**src/pvc_pkg.sv**
```systemverilog
// Shared types and constants for the pump/valve command controller.
// No dependencies; imported by the controller modules and the port checker.
`timescale 1ns / 1ps
`default_nettype none

package pvc_pkg;

  localparam int unsigned CfgDataWidth  = 16;
  localparam int unsigned CfgIndexWidth = 2;
  localparam int unsigned PValueWidth   = 16;

  typedef enum logic [2:0] {
    CMD_PUMP    = 3'd0,
    CMD_SLIDE   = 3'd1,
    CMD_PULSE   = 3'd2,
    CMD_SUCTION = 3'd3,
    CMD_TICK    = 3'd4
  } command_e;

  typedef enum logic [1:0] {
    ST_OK      = 2'd0,
    ST_INVALID = 2'd1,
    ST_RANGE   = 2'd2
  } status_e;

  typedef enum logic [1:0] {
    MODE_OFF      = 2'd0,
    MODE_PRESSURE = 2'd1,
    MODE_VACUUM   = 2'd2
  } pump_mode_e;

  typedef enum logic [1:0] {
    REG_SILVER_DEFAULT = 2'd0,
    REG_SOLDER_DEFAULT = 2'd1,
    REG_UV_DEFAULT     = 2'd2
  } cfg_reg_e;

  localparam logic [CfgDataWidth-1:0] SilverDefaultReset = 16'd50;
  localparam logic [CfgDataWidth-1:0] SolderDefaultReset = 16'd50;
  localparam logic [CfgDataWidth-1:0] UvDefaultReset     = 16'd1000;

  // Control for one pulse channel
  typedef struct packed {
    logic load;
    logic tick;
  } pulse_ctrl_t;

endpackage

`default_nettype wire

```
**src/pvc_pulse.sv**
```systemverilog
// One-shot pulse counter: loads a saturated length, counts down on ticks.
// Depends on pvc_pkg for the control struct and the length width.
`timescale 1ns / 1ps
`default_nettype none

module pvc_pulse #(
  parameter int unsigned CountBits = 16
) (
  input  wire logic                                  clk_i,
  input  wire logic                                  rst_ni,
  input  wire pvc_pkg::pulse_ctrl_t                  ctrl_i,
  input  wire logic [pvc_pkg::PValueWidth-1:0]       len_i,
  output logic                                       active_next_o
);
  import pvc_pkg::*;

  localparam int unsigned LenWidth = (CountBits > PValueWidth) ? CountBits : PValueWidth;

  logic [CountBits-1:0] cnt_q, cnt_d;
  logic [LenWidth-1:0]  len_ext;
  logic [LenWidth-1:0]  cnt_max_ext;
  logic [CountBits-1:0] len_sat;

  assign len_ext     = LenWidth'(len_i);
  assign cnt_max_ext = LenWidth'({CountBits{1'b1}});
  // clamp to the counter range
  assign len_sat     = (len_ext > cnt_max_ext) ? {CountBits{1'b1}} : CountBits'(len_ext);

  always_comb begin
    cnt_d = cnt_q;
    if (ctrl_i.load) begin
      cnt_d = len_sat;
    end else if (ctrl_i.tick && (cnt_q != '0)) begin
      cnt_d = cnt_q - CountBits'(1);
    end
  end

  always_ff @(posedge clk_i or negedge rst_ni) begin
    if (!rst_ni) begin
      cnt_q <= '0;
    end else begin
      cnt_q <= cnt_d;
    end
  end

  assign active_next_o = (cnt_d != '0);

endmodule

`default_nettype wire

```
**src/pump_valve_command_controller_top.sv**
```systemverilog
// A result is valid the cycle after its transaction is accepted.
// Throughput: one item per cycle; the input stays ready while the result
// register is empty or being drained in the same cycle.
// Reset (async, active low): pump off, airslides, suction and pulses cleared,
// pulse defaults back to 50 / 50 / 1000 ticks, no result pending.
// Depends on pvc_pkg and pvc_pulse.
`timescale 1ns / 1ps
`default_nettype none

module pump_valve_command_controller_top #(
  parameter int unsigned PULSE_COUNT_BITS = 16
) (
  input  wire logic                                clk_i,
  input  wire logic                                rst_ni,
  input  wire logic                                cfg_we_i,
  input  wire logic [pvc_pkg::CfgIndexWidth-1:0]   cfg_index_i,
  input  wire logic [pvc_pkg::CfgDataWidth-1:0]    cfg_data_i,
  input  wire logic                                in_valid_i,
  output logic                                     in_ready_o,
  input  wire logic [2:0]                          command_i,
  input  wire logic                                check_only_i,
  input  wire logic                                p_given_i,
  input  wire logic [pvc_pkg::PValueWidth-1:0]     p_value_i,
  input  wire logic                                y_given_i,
  input  wire logic [1:0]                          y_value_i,
  input  wire logic                                x_given_i,
  input  wire logic [1:0]                          x_value_i,
  input  wire logic                                z_given_i,
  input  wire logic [1:0]                          z_value_i,
  output logic                                     out_valid_o,
  input  wire logic                                out_ready_i,
  output logic [1:0]                               status_o,
  output logic                                     air_pump_on_o,
  output logic                                     inlet_valve_on_o,
  output logic                                     outlet_valve_on_o,
  output logic                                     airslide_one_on_o,
  output logic                                     airslide_two_on_o,
  output logic                                     silver_clamp_on_o,
  output logic                                     solder_clamp_on_o,
  output logic                                     uv_lamp_on_o,
  output logic                                     suction_on_o
);
  import pvc_pkg::*;

  logic out_valid_q;
  logic in_fire;
  assign in_ready_o = !out_valid_q || out_ready_i;
  assign in_fire    = in_valid_i && in_ready_o;

  // configuration registers
  logic [CfgDataWidth-1:0] silver_def_q, solder_def_q, uv_def_q;

  always_ff @(posedge clk_i or negedge rst_ni) begin
    if (!rst_ni) begin
      silver_def_q <= SilverDefaultReset;
      solder_def_q <= SolderDefaultReset;
      uv_def_q     <= UvDefaultReset;
    end else if (cfg_we_i) begin
      case (cfg_index_i)
        REG_SILVER_DEFAULT: silver_def_q <= cfg_data_i;
        REG_SOLDER_DEFAULT: solder_def_q <= cfg_data_i;
        REG_UV_DEFAULT:     uv_def_q     <= cfg_data_i;
        default: ;
      endcase
    end
  end

  // architectural state
  pump_mode_e mode_q, mode_d;
  logic slide_one_q, slide_one_d;
  logic slide_two_q, slide_two_d;
  logic suction_q, suction_d;

  status_e     status_d;
  pulse_ctrl_t silver_ctrl, solder_ctrl, uv_ctrl;
  logic [PValueWidth-1:0] silver_len, solder_len, uv_len;
  logic        one_sel;
  logic [1:0]  sel_value;
  logic        do_exec;

  assign one_sel = ({y_given_i, x_given_i, z_given_i} == 3'b100) ||
                   ({y_given_i, x_given_i, z_given_i} == 3'b010) ||
                   ({y_given_i, x_given_i, z_given_i} == 3'b001);
  assign sel_value = y_given_i ? y_value_i : (x_given_i ? x_value_i : z_value_i);

  assign silver_len = p_given_i ? p_value_i : silver_def_q;
  assign solder_len = p_given_i ? p_value_i : solder_def_q;
  assign uv_len     = p_given_i ? p_value_i : uv_def_q;

  // validation
  always_comb begin
    status_d = ST_OK;
    case (command_i)
      CMD_PUMP: begin
        if (!p_given_i) begin
          status_d = ST_INVALID;
        end else if (p_value_i > PValueWidth'(2)) begin
          status_d = ST_RANGE;
        end
      end
      CMD_SLIDE: begin
        if (!y_given_i && !x_given_i) begin
          status_d = ST_INVALID;
        end else if (y_given_i && y_value_i > 2'd1) begin
          status_d = ST_RANGE;
        end else if (x_given_i && x_value_i > 2'd1) begin
          status_d = ST_RANGE;
        end else if (((y_given_i && y_value_i == 2'd1) || (x_given_i && x_value_i == 2'd1))
                     && mode_q != MODE_PRESSURE) begin
          status_d = ST_INVALID;
        end
      end
      CMD_PULSE: begin
        if (!one_sel) begin
          status_d = ST_INVALID;
        end else if (p_given_i && p_value_i == '0) begin
          status_d = ST_RANGE;
        end else if (sel_value != 2'd1) begin
          status_d = ST_RANGE;
        end
      end
      CMD_SUCTION: begin
        if (!p_given_i) begin
          status_d = ST_INVALID;
        end else if (p_value_i > PValueWidth'(1)) begin
          status_d = ST_RANGE;
        end else if (p_value_i == PValueWidth'(1) && mode_q != MODE_VACUUM) begin
          status_d = ST_INVALID;
        end
      end
      CMD_TICK: status_d = ST_OK;
      default:  status_d = ST_INVALID;
    endcase
  end

  assign do_exec = in_fire && (status_d == ST_OK) && !check_only_i;

  // execution
  always_comb begin
    mode_d      = mode_q;
    slide_one_d = slide_one_q;
    slide_two_d = slide_two_q;
    suction_d   = suction_q;
    silver_ctrl = '0;
    solder_ctrl = '0;
    uv_ctrl     = '0;
    case (command_i)
      CMD_PUMP: begin
        if (do_exec) mode_d = pump_mode_e'(p_value_i[1:0]);
      end
      CMD_SLIDE: begin
        if (do_exec && y_given_i) slide_one_d = y_value_i[0];
        if (do_exec && x_given_i) slide_two_d = x_value_i[0];
      end
      CMD_PULSE: begin
        silver_ctrl.load = do_exec && y_given_i;
        solder_ctrl.load = do_exec && x_given_i;
        uv_ctrl.load     = do_exec && z_given_i;
      end
      CMD_SUCTION: begin
        if (do_exec) suction_d = p_value_i[0];
      end
      CMD_TICK: begin
        // a tick ignores check_only
        silver_ctrl.tick = in_fire;
        solder_ctrl.tick = in_fire;
        uv_ctrl.tick     = in_fire;
      end
      default: ;
    endcase
  end

  always_ff @(posedge clk_i or negedge rst_ni) begin
    if (!rst_ni) begin
      mode_q      <= MODE_OFF;
      slide_one_q <= 1'b0;
      slide_two_q <= 1'b0;
      suction_q   <= 1'b0;
    end else begin
      mode_q      <= mode_d;
      slide_one_q <= slide_one_d;
      slide_two_q <= slide_two_d;
      suction_q   <= suction_d;
    end
  end

  logic silver_act_d, solder_act_d, uv_act_d;

  pvc_pulse #(.CountBits(PULSE_COUNT_BITS)) u_silver (
    .clk_i, .rst_ni, .ctrl_i(silver_ctrl), .len_i(silver_len), .active_next_o(silver_act_d)
  );
  pvc_pulse #(.CountBits(PULSE_COUNT_BITS)) u_solder (
    .clk_i, .rst_ni, .ctrl_i(solder_ctrl), .len_i(solder_len), .active_next_o(solder_act_d)
  );
  pvc_pulse #(.CountBits(PULSE_COUNT_BITS)) u_uv (
    .clk_i, .rst_ni, .ctrl_i(uv_ctrl), .len_i(uv_len), .active_next_o(uv_act_d)
  );

  // result register
  status_e    status_q;
  pump_mode_e res_mode_q;
  logic       res_slide_one_q, res_slide_two_q, res_suction_q;
  logic       res_silver_q, res_solder_q, res_uv_q;

  always_ff @(posedge clk_i or negedge rst_ni) begin
    if (!rst_ni) begin
      out_valid_q <= 1'b0;
    end else if (in_fire) begin
      out_valid_q <= 1'b1;
    end else if (out_ready_i) begin
      out_valid_q <= 1'b0;
    end
  end

  always_ff @(posedge clk_i) begin
    if (in_fire) begin
      status_q        <= status_d;
      res_mode_q      <= mode_d;
      res_slide_one_q <= slide_one_d;
      res_slide_two_q <= slide_two_d;
      res_suction_q   <= suction_d;
      res_silver_q    <= silver_act_d;
      res_solder_q    <= solder_act_d;
      res_uv_q        <= uv_act_d;
    end
  end

  assign out_valid_o       = out_valid_q;
  assign status_o          = status_q;
  assign air_pump_on_o     = (res_mode_q != MODE_OFF);
  assign inlet_valve_on_o  = (res_mode_q == MODE_VACUUM);
  assign outlet_valve_on_o = (res_mode_q == MODE_PRESSURE);
  assign airslide_one_on_o = res_slide_one_q;
  assign airslide_two_on_o = res_slide_two_q;
  assign silver_clamp_on_o = res_silver_q;
  assign solder_clamp_on_o = res_solder_q;
  assign uv_lamp_on_o      = res_uv_q;
  assign suction_on_o      = res_suction_q;

endmodule

`default_nettype wire

```
**config.mk**
```make
export PLATFORM = sky130hd
export DESIGN_NAME = pump_valve_command_controller_top
export DESIGN_NICKNAME = d
export VERILOG_FILES = /design/src/pvc_pkg.sv /design/src/pvc_pulse.sv /design/src/pump_valve_command_controller_top.sv
export SDC_FILE = /design/constraint.sdc
export NUM_CORES = 1
export LEC_CHECK = 0
export BUFFER_PORTS_ARGS = -buffer_cell sky130_fd_sc_hd__buf_2
export CAP_MARGIN = 10
export CORE_UTILIZATION = 35
export DETAILED_ROUTE_END_ITERATION = 7
export GPL_ROUTABILITY_DRIVEN = 0
export GPL_TIMING_DRIVEN = 1
export PLACE_DENSITY = 0.57
export SLEW_MARGIN = 10
export SYNTH_ARGS = -nofsm -noshare
export SYNTH_HDL_FRONTEND = slang
export SYNTH_SLANG_ARGS = --single-unit
```
**constraint.sdc**
```tcl
create_clock -name clk_i -period 2.6 [get_ports clk_i]
set_clock_uncertainty 0.15 [all_clocks]
set_input_delay 0.39 -clock clk_i [delete_from_list [all_inputs] [get_ports clk_i]]
set_output_delay 0.39 -clock clk_i [all_outputs]
set_load 0.005 [all_outputs]
```
==> results of run 1 <==
state kept, by name, indices dropped and copies added, names as in the netlist, 2 cells and up:
register / flops
uv_def_q: 16
u_solder.cnt_q: 16
silver_def_q: 16
status_o: 2
u_uv.cnt_q: 16
solder_def_q: 16
u_silver.cnt_q: 16
mode_q: 2
res_mode_q: 2
layout make-up:
cell class                 count  area, µm²
fill                        1779       9720
multi-input combinational    507       3920
clock buffer                  10        250
tap                          260        325
sequential                   112       2870
timing repair buffer         228       1610
clock inverter                 6       70.1
inverter                      17       63.8
repair_timing:
item,in CTS,in global routing
gates resized for setup,10,19
hold buffers,1,0
buffers inserted,10,6
endpoints found under the hold margin,22,0
pin swaps,12,17
endpoints found under the setup margin,3,9
worst max-delay path, cell delays in order, from the launching register on:
cell,delay [ps]
sky130_fd_sc_hd__dfrtp_1,380
sky130_fd_sc_hd__inv_2,70
sky130_fd_sc_hd__ha_4,160
sky130_fd_sc_hd__or3b_4,240
sky130_fd_sc_hd__nor4_4,50
sky130_fd_sc_hd__buf_4,140
sky130_fd_sc_hd__o41a_1,400
sky130_fd_sc_hd__nor4_2,340
sky130_fd_sc_hd__or4b_4,510
sky130_fd_sc_hd__o21ai_2,120
sky130_fd_sc_hd__nand4_1,80
cells in the mapped netlist (6+ instances only):
cell type                  count  area, µm²
sky130_fd_sc_hd__a21oi_1      40        200
sky130_fd_sc_hd__buf_2         6       30.0
sky130_fd_sc_hd__clkbuf_1     23       86.3
sky130_fd_sc_hd__dfrtp_1      90       2250
sky130_fd_sc_hd__dfstp_2      12        315
sky130_fd_sc_hd__edfxtp_1     10        300
sky130_fd_sc_hd__ha_1          6       75.1
sky130_fd_sc_hd__inv_1        17       63.8
sky130_fd_sc_hd__mux2_2       55        619
sky130_fd_sc_hd__mux2i_1      61        611
sky130_fd_sc_hd__nand2_1      23       86.3
sky130_fd_sc_hd__nand2b_1      8       50.1
sky130_fd_sc_hd__nand3_1      11       55.1
sky130_fd_sc_hd__nand4_1      17        106
sky130_fd_sc_hd__nor2_1       64        240
sky130_fd_sc_hd__nor3_1       26        130
sky130_fd_sc_hd__nor3b_1       8       60.1
sky130_fd_sc_hd__nor4_1       27        169
sky130_fd_sc_hd__o21ai_0      13       65.1
sky130_fd_sc_hd__or2_2         6       37.5
sky130_fd_sc_hd__or3_1        10       62.6
sky130_fd_sc_hd__or4_1        10       75.1
sky130_fd_sc_hd__xnor2_1      21        184
sky130_fd_sc_hd__xor2_1       16        140
final timing paths:
kind,end,depth (start not counted),slack [ps],from
worst max-delay path,uv_lamp_on_o$_DFFE_PP_,10,-290,u_uv.cnt_q[0]$_DFF_PN0_
worst min-delay path,slide_two_q$_DFF_PN0_,2,140,x_value_i[0]
worst max register to register,uv_lamp_on_o$_DFFE_PP_,10,-290,u_uv.cnt_q[0]$_DFF_PN0_
worst min register to register,slide_one_q$_DFF_PN0_,1,350,slide_one_q$_DFF_PN0_
max in group asynchronous,u_uv.cnt_q[8]$_DFF_PN0_,3,1280,rst_ni
min in group asynchronous,u_solder.cnt_q[15]$_DFF_PN0_,2,340,rst_ni
stage by stage:
stage / instance area, µm² / hold slack [ps]
finish: 9110 / 140
global route: 9110 / 139
CTS: 8990 / 130
detailed placement: 8530 / 181
global placement: 8530 / 179
floorplan: 6850 / -55.6
layer usage:
layer / global-route usage, % / wire length (µm)
met1: 30.0 / 9840
met2: 34.9 / 9880
met3: 4.55 / 1090
met4: 7.95 / 603
met5: 0 / 0
where the power goes:
part	leakage [µW]	switching (µW)	internal [µW]	total, µW
Clock	0.000159	701	820	1520
Combinational	0.00254	1810	2080	3890
Sequential	0.00134	438	2280	2720
Total	0.00403	2950	5180	8130
kinds of logic (layout without fill, tap and decap cells):
logic type / after synthesis / after routing
and+or+nand+nor: 247 / 247
muxes: 116 / 116
DFF: 112 / 112
AOI/OAI and AO/OA: 101 / 101
buffers and inverters: 51 / 261
xor gates and xnor gates: 37 / 37
adders and majority gates: 6 / 6
==> flow_summary.yaml, run 1 <==
timing:
  unrepaired_setup_endpoints_after_global_routing: "true"
  worst_slack_ps: -291
  achievable-frequency_mhz: 346
  final_clock_period_utilization_by_the_worst_path_pct: 111
  layout_min_cycle_time_ps: 2890
  slew_headroom_pct: 62.0
  final-setup-viol-count: 2
  finalSetupTns_ps: -488
  timing.final.max_slew_violations: 0
  finalHoldViolCount: 0
  tightest_slew_ps: 565
synth:
  post_synth_mux_area_share_pct: 18.2
  synth_xor_xnor_area_share_pct: 4.79
  post_synth_inst_count: 670
  post_synth_and_or_nand_nor_area_fraction_pct: 20.7
  fraction_of_the_mapped_netlist_area_in_compound_gates_pct: 9.70
  post_synth_fa_ha_maj_area_fraction_pct: 1.11
  synth-seq-area-share_pct: 42.4
  mappedNetlistNets: 729
  synth-seq-cells: 112
  syn_area_um2: 6770
  postSynthAreaPerCell_um2: 10.1
  dominantRegCellSynth: "sky130_fd_sc_hd__dfrtp_1"
  synth_cell_types: 68
  yosys_warnings: 0
  synth_async_sr_flop_share_pct: 91.1
  synth_edf_count: 10
  combinational_family_with_the_most_area_after_synthesis: "simple AND/OR/NAND/NOR gates"
place:
  dp.final_hpwl_um: 16500
  dpl_worst_slack_ps: -300
  placedCellCount: 1109
  io_buffer_count: 65
clock_tree:
  cts-root-buf: "sky130_fd_sc_hd__clkbuf_16"
  tritoncts.num_buffers: 9
  tritoncts: "done"
  clock_tree.buffer_depth: 2
  clkTransAtPathRegs_ps: 80
  deepest_level_of_the_cts_h_tree: 3
  cts.sink_count: 112
  worst_skew_pair.late_latency_ps: 360
worst_setup_path:
  worstPathRequired_ps: 2560
  critical_path_data_arrival_time_ps: 2850
  startpoint_type: "flop"
  timing.critical_path.fanout_max: 3
  worstSetupPathType: "flop to flop"
  crit_path_end_kind: "flop"
run_status:
  run_status: "complete, but fails checks"
  failing_checks: "negative setup slack"
cells_and_area:
  area_delta_synth_final_pct: 34.5
  layout_cell_share_with_drive_strength_beyond_1_pct: 41.5
  layout_commonest_cell: "sky130_fd_sc_hd__buf_4"
  final_nets: 934
  fin_util_pct: 48.4
  mostFrequentLayoutCells: "157 x sky130_fd_sc_hd__buf_4, 90 x sky130_fd_sc_hd__dfrtp_1, 64 x sky130_fd_sc_hd__nor2_1, 64 x sky130_fd_sc_hd__buf_2, 60 x sky130_fd_sc_hd__mux2i_1"
  num_antenna_cells: 0
  fin_cells: 1140
global_route:
  grt_first_pass_wirelength_um: 33500
  grt_pass1_vias: 6117
  grt_remaining_overflow: 0
  grt_start_max_net_pins: 56
  grt.total_usage_pct: 22.2
  grt_antenna_before_repair: 0
power:
  p_leak_uw: 0.00403
  power_density_nw_per_um2: 893
  ir_worst_vdd_mv: 0.430
  design_power_total_uw: 8130
route:
  via_per_inst: 5.36
  remaining_drcs: 0
  detailedRoute.firstIterationViolations: 379
  antenna_violating_nets_post_route: 0
  vias: 6107
  routed_len_inst_um: 18.8
  drt_wl_total_um: 21400
  firstDrtPassIters: 5
die:
  design.die.area_um2: 19900
  horizontal_extent_of_the_die_um: 141
  die_height_um: 141
  row_count: 50
  coreArea_um2: 18800
  initial_utilization_pct: 36.0
  io_pins: 66
job:
  max_cap_violations: 0
min_path:
  worst_hold_path_type: "primary input to flop"
Note: power is estimated with default switching activity, not from simulation.
==> run 2, diff against run 1 <==
- CELL_PAD_IN_SITES_DETAIL_PLACEMENT: default -> 1
- CELL_PAD_IN_SITES_GLOBAL_PLACEMENT: default -> 2
- PLACE_DENSITY: 0.57 -> 0.8
==> run 2 against run 1 <==
  * The run still ends with negative setup slack left
  * Power rose by 1.6%
  * Clock power fell by 14%
  * Via count rose by 3.0%
  * Utilization rose by 1.2 points
  * Sequential cell count did not move
  * Largest power group unchanged
  * Count of clock-buffer cells in the layout did not move
==> flow_summary.yaml, run 2 (synthesized netlist as in run 1, its figures left out) <==
run_status:
  run_status: "complete, but fails checks"
  failing_checks: "negative setup slack"
timing:
  timing.final.max_slew_violations: 0
  finalHoldViolCount: 0
  unrepaired_setup_endpoints_after_global_routing: "true"
  tightest_slew_ps: 593
  layout_min_cycle_time_ps: 2880
  final_clock_period_utilization_by_the_worst_path_pct: 111
  worst_slack_ps: -285
  achievable-frequency_mhz: 347
  slew_headroom_pct: 60.4
  worst_hold_slack_ps: 146
  final-setup-viol-count: 5
global_route:
  grt_first_pass_wirelength_um: 38300
  grt.total_usage_pct: 25.2
  grt_antenna_before_repair: 0
  grt_remaining_overflow: 0
  grt_pass1_vias: 6894
  grt_start_max_net_pins: 60
cells_and_area:
  final-seq-area_um2: 2870
  layout_commonest_cell: "sky130_fd_sc_hd__buf_4"
  layout_cell_share_with_drive_strength_beyond_1_pct: 44.4
  area_delta_synth_final_pct: 37.8
  num_antenna_cells: 0
  multiInputGateArea_um2: 4060
  mostFrequentLayoutCells: "175 x sky130_fd_sc_hd__buf_4, 90 x sky130_fd_sc_hd__dfrtp_1, 64 x sky130_fd_sc_hd__buf_2"
  final_design_area_no_fill_um2: 9330
  final.fill_count: 2120
  final_nets: 953
die:
  horizontal_extent_of_the_die_um: 141
  initial_utilization_pct: 36.0
  row_count: 50
  coreArea_um2: 18800
  io_pins: 66
  die_height_um: 141
  design.die.area_um2: 19900
route:
  antenna_violating_nets_post_route: 0
  via_per_inst: 5.43
  vias: 6288
  drt_wl_total_um: 24400
  remaining_drcs: 0
  detailedRoute.firstIterationViolations: 294
  firstDrtPassIters: 5
  routed_len_inst_um: 21.1
worst_setup_path:
  worst_r2r_endpoint: "uv_lamp_on_o$_DFFE_PP_"
  rr_worst_depth: 7
  rrSetupSlack_ps: -280
  timing.critical_path.fanout_max: 6
  critical_path_data_arrival_time_ps: 2840
  crit_path_end_kind: "flop"
  worst_r2r_startpoint: "u_uv.cnt_q[4]$_DFF_PN0_"
  startpoint_type: "flop"
  worstPathRequired_ps: 2550
  worstSetupPathType: "flop to flop"
min_path:
  hold_path_end: "slide_one_q$_DFF_PN0_"
  worst_hold_path_depth: 2
  hold_path_origin: "y_value_i[0]"
  worst_hold_path_type: "primary input to flop"
clock_tree:
  cts.sink_count: 112
  clkTransAtPathRegs_ps: 80
  worst_skew_pair.late_latency_ps: 360
  clock_tree.buffer_depth: 2
  tritoncts.num_buffers: 9
  tritoncts: "done"
  cts-root-buf: "sky130_fd_sc_hd__clkbuf_16"
  deepest_level_of_the_cts_h_tree: 3
power:
  p_leak_uw: 0.00413
  power_density_nw_per_um2: 886
  ir_worst_vdd_mv: 0.416
place:
  dpl_cell_area_um2: 8630
  dpl_worst_slack_ps: -397
  dp.final_hpwl_um: 19000
  io_buffer_count: 65
job:
  max_cap_violations: 0
run 2: cell count changes in the layout (fill, tap and decap cells not counted), sizes merged:
cell,before,now
buf,227,246
bufinv,1,0
clkinv,1,4
clkinvlp,0,2
inv,21,17
run 2: layer usage:
metal,share of wire (%),wire (µm),track usage [%],vias to the layer above
met4,3.4,819,11.3,0
met2,49,12000,41.6,131
met5,0,0,0,-
li1,-,-,-,2936
met1,45,10900,33.0,3180
met3,3.1,769,2.99,41
run 2: critical path: stages, from the launching register on:
cell and delay, ps:
sky130_fd_sc_hd__dfrtp_1 390, sky130_fd_sc_hd__or4_4 610, sky130_fd_sc_hd__nor4_2 400, sky130_fd_sc_hd__a21boi_1 160
sky130_fd_sc_hd__nor4_2 230, sky130_fd_sc_hd__or4b_4 490, sky130_fd_sc_hd__o21ai_2 120, sky130_fd_sc_hd__nand4_1 80
run 2: power by group:
part | internal [µW] | switching [µW]
Combinational | 2170 | 2030
Clock | 645 | 660
Sequential | 2280 | 470
Total | 5100 | 3160
run 2: how the worst max path moves through the flow:
| stage | startpoint | endpoint | cells past startpoint |
|---|---|---|---|
| 2_1_floorplan | u_uv.cnt_q[1]$_DFF_PN0_ | uv_lamp_on_o$_DFFE_PP_ | 9 |
| 3_3_place_gp | u_uv.cnt_q[6]$_DFF_PN0_ | uv_lamp_on_o$_DFFE_PP_ | 9 |
| 3_5_place_dp | p_value_i[7] | silver_clamp_on_o$_DFFE_PP_ | 11 |
| 4_1_cts | u_solder.cnt_q[13]$_DFF_PN0_ | solder_clamp_on_o$_DFFE_PP_ | 7 |
| 5_1_grt | u_solder.cnt_q[13]$_DFF_PN0_ | solder_clamp_on_o$_DFFE_PP_ | 8 |
| 6_report | u_uv.cnt_q[4]$_DFF_PN0_ | uv_lamp_on_o$_DFFE_PP_ | 7 |
run 2: layout make-up:
| cell class | count | share of cell area, % |
|---|---|---|
| multi-input combinational | 507 | 43.5 |
| sequential | 112 | 30.7 |
| timing repair buffer | 247 | 18.7 |
| tap | 260 | 3.49 |
| clock buffer | 10 | 2.45 |
| inverter | 17 | 0.684 |
| clock inverter | 6 | 0.389 |
run 2: metrics by stage:
| stage | power, µW | instances | utilization, % | TNS, ps |
|---|---|---|---|---|
| after floorplan | 4680 | 670 | - | -287 |
| after global placement | 6230 | 1124 | 45.9 | -3050 |
| after detailed placement | 6430 | 1124 | 45.9 | -5800 |
| after CTS | 8020 | 1152 | 48.4 | -561 |
| after global routing | 8730 | 1159 | 49.5 | -1600 |
| final | 8260 | 1159 | 49.5 | -637 |
run 2: timing repair:
action / CTS / global route
pin swaps: 11 / 24
setup endpoints to repair: 11 / 17
endpoints found under the hold margin: 17 / 0
hold buffers: 1 / 0
setup buffers: 11 / 10
gates resized for setup: 26 / 31
